**src/sv/tgac_pkg.sv**
```systemverilog
// Shared types, constants and register map of the tile grid average color block.
`default_nettype none
package tgac_pkg;

    localparam int MAX_GRID_COLS_DEF = 256;
    localparam int SAMPLE_BITS_DEF   = 16;
    localparam int MAX_IMAGE_DIM     = 4096;
    localparam int GRID_ROW_LIMIT    = 256;

    localparam int DIM_W = 13;
    localparam int CNT_W = 9;
    localparam int POS_W = 12;
    localparam int SUM_W = 40;
    localparam int DEN_W = 25;
    localparam int PIX_W = 16;

    localparam logic [DIM_W-1:0] WIDTH_RESET  = 13'd640;
    localparam logic [DIM_W-1:0] HEIGHT_RESET = 13'd480;
    localparam logic [CNT_W-1:0] COLS_RESET   = 9'd16;
    localparam logic [CNT_W-1:0] ROWS_RESET   = 9'd12;

    typedef enum logic [1:0] {
        REG_IMAGE_WIDTH  = 2'd0,
        REG_IMAGE_HEIGHT = 2'd1,
        REG_GRID_COLUMNS = 2'd2,
        REG_GRID_ROWS    = 2'd3
    } t_reg_idx;

    typedef enum logic [2:0] {
        OP_BX1,
        OP_BY1,
        OP_NXB,
        OP_NYB,
        OP_RED,
        OP_GREEN,
        OP_BLUE
    } t_div_op;

    typedef enum logic [2:0] {
        S_IDLE,
        S_START,
        S_READ,
        S_ACC,
        S_ROUTE,
        S_DIV,
        S_WAIT,
        S_OUT
    } t_state;

    typedef struct packed {
        logic    restart;
        logic    rd;
        logic    acc;
        logic    div_start;
        logic    div_capture;
        logic    load_out;
        t_div_op div_op;
    } t_cmd;

    typedef struct packed {
        logic restart_req;
        logic emit;
        logic need_x;
        logic need_y;
        logic div_done;
        logic out_busy;
    } t_status;

endpackage
`default_nettype wire

```
**src/sv/tgac_ctrl.sv**
```systemverilog
// Sequencer for pixel intake, sum update, mean division and boundary updates.
`default_nettype none
module tgac_ctrl
    import tgac_pkg::*;
(
    input  wire logic    i_clk,
    input  wire logic    i_rst_n,
    input  wire logic    i_in_valid,
    input  wire t_status i_sts,
    output logic         o_in_ready,
    output t_cmd         o_cmd
);

    t_state  r_state, n_state;
    t_div_op r_op, n_op;

    always_ff @(posedge i_clk) begin
        if (!i_rst_n) begin
            r_state <= S_IDLE;
            r_op    <= OP_BX1;
        end else begin
            r_state <= n_state;
            r_op    <= n_op;
        end
    end

    always_comb begin
        n_state    = r_state;
        n_op       = r_op;
        o_cmd      = '0;
        o_cmd.div_op = r_op;
        o_in_ready = (r_state == S_IDLE);
        case (r_state)
            S_IDLE: begin
                if (i_in_valid) begin
                    n_state = S_START;
                end
            end
            S_START: begin
                if (i_sts.restart_req) begin
                    o_cmd.restart = 1'b1;
                    n_op    = OP_BX1;
                    n_state = S_DIV;
                end else begin
                    n_state = S_READ;
                end
            end
            S_READ: begin
                o_cmd.rd = 1'b1;
                n_state  = S_ACC;
            end
            S_ACC: begin
                o_cmd.acc = 1'b1;
                n_state   = S_ROUTE;
            end
            S_ROUTE: begin
                if (i_sts.emit) begin
                    n_op    = OP_RED;
                    n_state = S_DIV;
                end else if (i_sts.need_x) begin
                    n_op    = OP_NXB;
                    n_state = S_DIV;
                end else if (i_sts.need_y) begin
                    n_op    = OP_NYB;
                    n_state = S_DIV;
                end else begin
                    n_state = S_IDLE;
                end
            end
            S_DIV: begin
                o_cmd.div_start = 1'b1;
                n_state = S_WAIT;
            end
            S_WAIT: begin
                if (i_sts.div_done) begin
                    o_cmd.div_capture = 1'b1;
                    n_state = S_DIV;
                    case (r_op)
                        OP_BX1:   n_op = OP_BY1;
                        OP_BY1:   n_state = S_READ;
                        OP_RED:   n_op = OP_GREEN;
                        OP_GREEN: n_op = OP_BLUE;
                        OP_BLUE:  n_state = S_OUT;
                        OP_NXB: begin
                            if (i_sts.need_y) begin
                                n_op = OP_NYB;
                            end else begin
                                n_state = S_IDLE;
                            end
                        end
                        default:  n_state = S_IDLE;
                    endcase
                end
            end
            S_OUT: begin
                if (!i_sts.out_busy) begin
                    o_cmd.load_out = 1'b1;
                    if (i_sts.need_x) begin
                        n_op    = OP_NXB;
                        n_state = S_DIV;
                    end else if (i_sts.need_y) begin
                        n_op    = OP_NYB;
                        n_state = S_DIV;
                    end else begin
                        n_state = S_IDLE;
                    end
                end
            end
            default: n_state = S_IDLE;
        endcase
    end

endmodule
`default_nettype wire

```
**config.mk**
```make
export PLATFORM = sky130hd
export DESIGN_NAME = tgac_ctrl
export DESIGN_NICKNAME = d
export VERILOG_FILES = /design/src/sv/tgac_pkg.sv /design/src/sv/tgac_ctrl.sv
export SDC_FILE = /design/constraint.sdc
export NUM_CORES = 1
export LEC_CHECK = 0
export BUFFER_PORTS_ARGS = -buffer_cell sky130_fd_sc_hd__buf_2
export CAP_MARGIN = 10
export CORE_AREA = 2 2 39 41
export DETAILED_ROUTE_END_ITERATION = 16
export DIE_AREA = 0 0 41 43
export GPL_ROUTABILITY_DRIVEN = 0
export PLACE_DENSITY = 0.71
export SYNTH_ARGS = -nofsm -noshare
export SYNTH_HDL_FRONTEND = slang
export SYNTH_SLANG_ARGS = --single-unit
export TNS_END_PERCENT = 1
```
**constraint.sdc**
```tcl
create_clock -name i_clk -period 2.51 [get_ports i_clk]
set_input_delay 0.1255 -clock i_clk [delete_from_list [all_inputs] [get_ports i_clk]]
set_output_delay 0.1255 -clock i_clk [all_outputs]
set_load 0.01 [all_outputs]
```
Word-level counts from Yosys, hierarchy flattened
Index checks and enable logic that the tools add are counted.
- logic and storage cells: 51
- bits in registers: 6
- multiplexer cells: 26
- reduce and logical (&&, ||, !) cells: 6
- eq/ne operators: 17
- operators with widths (operator ; count):
    two-way mux 3 bit ; 13
    case mux 3 bit (4 select lines) ; 3
    case mux 3 bit (8 select lines) ; 1
    == test 3 bit (second input constant) ; 7
    == test 3 x 2 -> 1 bit (second input constant) ; 3
    two-way mux 1 bit ; 9
    inequality test 2 bit (second input constant) ; 4
    == test 3 x 1 -> 1 bit (second input constant) ; 2
    zero test 3 bit ; 2
    inequality test 5 x 1 -> 1 bit (second input constant) ; 1
    AND reduction 5 bit ; 1
    nonzero test 4 bit ; 1
    AND reduction 3 bit ; 1
    OR reduction 3 bit ; 1

Logic depth before layout (Yosys ltp)
- depth in word-level cells: 5
- depth in mapped cells: 6
- mapped depth without buffers: 4

Worst setup path before layout
Ideal clock, no wire load.
- path kind: reg-to-reg
- start point: register r_op[0]
- end point: register r_state[0]
- clock period less this slack: 1475 ps
- setup slack: 1035 ps
- data arrival time: 1320 ps
- stages on the path, launching flop included: 6
- library setup time: 155 ps
- path through: dfxtp_1 buf_2 o21bai_1 a2111oi_0 a2111oi_0 a221oi_1
- longest elaborated chain between the ends: 5
- elaborated cells between the ends (all ways): 10
- classes of those cells: eq/ne (5); mux (3); reduce/logical (2)
- ends and longest elaborated chain (element ; RTL line ; text):
    start, declared ; tgac_ctrl.sv:15 ; t_div_op r_op, n_op;
    start signal, assigned ; tgac_ctrl.sv:23 ; r_op <= n_op;
    == test 3 bit or zero test 3 bit (tied branches) ; tgac_ctrl.sv:78 ; case (r_op)
    OR reduction 3 bit (no line) ; - ;
    case mux 3 bit (4 select lines) (*) ; tgac_ctrl.sv:78 ;
    two-way mux 3 bit (*) ; tgac_ctrl.sv:75 ; if (i_sts.div_done) begin
    case mux 3 bit (8 select lines) (*) ; tgac_ctrl.sv:33 ; case (r_state)
    end signal, assigned ; tgac_ctrl.sv:22 ; r_state <= n_state;
    end, declared ; tgac_ctrl.sv:14 ; t_state r_state, n_state;
Mark *: on every way between the ends. The rest lies on a longest branch, timed or not. The select of a mux whose other input is x is not followed.
A chain may end at the register's enable or synchronous reset.

Final worst setup path
- start point: register r_state[2]
- end point: register r_state[2]
- longest elaborated chain between the ends: 3
- elaborated cells between the ends (all ways): 13
- classes of those cells: eq/ne (10); mux (1); reduce/logical (2)
- ends and longest elaborated chain (element ; RTL line):
    == test 3 bit or zero test 3 bit (tied branches) ; tgac_ctrl.sv:33
    inequality test 2 bit (no line) ; -
    AND reduction 3 bit (no line) ; -
Parallel ways exist; a longest one is shown, timed or not.

==> metrics.txt <==
Seq cells post-synth 6; placed cell areas 661 sq um; detailed placement HPWL 1.10 mm; power per cell area 476 nW/um^2; Detail Route met2 WL 686 um; Tmin final about 1900 ps; Max Cap Viol 0; Post-synth ARST share 0; nets 106; largest net degree at the start of global routing 23; largest cells by area after synthesis dfxtp_1 (20%), nor2_1 (5.7%), nand2_1 (5.1%), a221oi_1 (4.4%), nor3_1 (4.2%); first-pass GRT wire length 2.39 mm; final hold violation count 0; DIE HEIGHT 43 um; DIE AREA 1760 sq um; GR Overflow Total 0; Hold-fix buffers, CTS 0; total CTS buffers 3; Die Span X between 40 and 50 um; Crit path required time 2670 ps; area fraction of the dominant cell type after synthesis 0.202; WL final between 1.5 and 2 mm; clock net sink count 6; clk root buf clkbuf_4; fillers 159; Unique masters post-synth 38; Vias 688; met1 wire length 657 um; Synth Cell Area 594 sq um; status complete, no violations; via/cell ratio 6.20; Tightest Hold Check Type in2reg; 1st-iter DRT viols 11; clock share of power 0.288; drt pass-1 iters 4; Synth Warn # 0; vias in the first global route 562; Gate Count Post-Synth 80; setup TNS 0 ps; CTS tree built; Leakage Power 0.279 nW; synth cell count leaders nor2_1 (9), nand2_1 (8), dfxtp_1 (6); pre-CTS WS between 600 and 700 ps; # diodes 0; Fmax achieved 0.527 GHz; EDFF count, synth 0; syn_nets 89; measured slew at the worst slew-check pin 628 ps; Switching Power ~0.12 mW; critical path fanouts, max 22; Logic pwr share 0.313; Power Internal roughly 0.20 mW; core footprint 1380 sq um; initial antenna violation count 0; Min Hold Slack 159 ps; design area 683 sq um; WL/cell 13.6 um; H-tree depth 1; Post-CTS Resized 0; setup slack after layout 612 ps; Worst-path clk slew 50 ps; Area Growth Syn to Fin 14.9%; Setup crit end kind flip-flop; Worst-Skew Late Latency between 200 and 300 ps; Avg Inst Size Synth approximately 7.4 sq um; DR top layer met4; fin. max-slew vios 0; Initial Utilization 0.429; power share of the sequential group 0.399; worst-case headroom to the max-slew limit 0.581; Total Power 0.325 mW; Synth area leader dfxtp_1; antenna-violating nets left 0; Max clock buf depth 2; Crit Path Category reg2reg; residual DRC count 0; layout cells sized above 1 0.284; Setup Buffers After CTS 0; switching share of power 0.369; Ports 19; # setup viols final 0; port bufs 18; RSZ-0062 raised after global routing no; Worst IR Drop VDD 0.211 mV; most frequent cell after synthesis nor2_1; met3 WL 135 um; sequential area share after synthesis 0.202; Worst Path Arrival 2050 ps; Worst Skew 4.19 ps; total track usage 0.202; std cell rows 14; Synth Flop Type dfxtp_1; Tcrit/Tclk final 0.756; Critical Path Source Type flip-flop
-- cells by family after synthesis --
group                  share of synthesized area
AO/OA/AOI/OAI                              0.318
AND/OR/NAND/NOR                            0.394
buffers and inverters                     0.0863
flip-flops                                 0.202
-- worst paths after layout --
check	startpoint	end	slack [ps]	cells after the start
worst max-delay path	r_state[2]$_SDFFE_PN0P_	r_state[2]$_SDFFE_PN0P_	610	4
worst min-delay path	i_rst_n	r_op[1]$_SDFFE_PN0P_	160	3
worst min register to register	r_op[1]$_SDFFE_PN0P_	r_op[1]$_SDFFE_PN0P_	590	2
worst max register to register	r_state[2]$_SDFFE_PN0P_	r_state[2]$_SDFFE_PN0P_	610	4
-- worst max-delay path: stages (launching register included) --
cell and delay, ps:
dfxtp_1 720, nand2_1 300, a2111oi_0 350, a2111oi_0 160, a221oi_1 280
-- sequential cells by signal, indices dropped and copies added (netlist names) --
name     count
r_op         3
r_state      3
-- power by group through the flow --
stage | Combinational [mW] | Clock [mW] | Sequential (mW)
after floorplan | 0.100 | 0 | 0.109
after global placement | 0.101 | 0 | 0.130
after detailed placement | 0.102 | 0 | 0.131
after CTS | 0.103 | 0.0977 | 0.129
after global routing | 0.113 | 0.107 | 0.133
final | 0.102 | 0.0936 | 0.130
-- cells in the final DEF (no fill, tap or decap), types with 2 or more instances in the layout --
cell | Yosys | routed
nor3_1 | 5 | 5
a311oi_1 | 2 | 2
and3_1 | 2 | 2
buf_2 | 2 | 18
a221oi_1 | 3 | 3
clkbuf_4 | 0 | 3
dfxtp_1 | 6 | 6
o21ai_0 | 2 | 2
inv_1 | 2 | 2
nand3_1 | 2 | 2
or2_2 | 3 | 3
nand2_1 | 8 | 8
nor2b_1 | 3 | 3
nor2_1 | 9 | 9
a2111oi_0 | 2 | 2
o32ai_1 | 2 | 2
a31oi_1 | 2 | 2
o21bai_1 | 2 | 2
or2b_1 | 2 | 2
-- area by class of cell --
class,count,area (sq um),share of cell area
multi-input cells,66,423,0.619
flip-flops and latches,6,120,0.176
repair buffers,18,90.1,0.132
clock buffers,3,22.5,0.0330
well taps,16,20.0,0.0293
inverters,2,7.51,0.0110
-- per-layer routing --
metal	GRT usage	up-vias
met3	0.0838	4
met4	0.120	0
met1	0.250	309
met5	0	-
li1	-	342
met2	0.281	33
-- metrics by stage --
step                cells  utilization
floorplan              80            -
global placement      108        0.477
detailed placement    108        0.477
CTS                   111        0.494
global route          111        0.494
finish                111        0.494
Power figures use the tool's default switching activity.
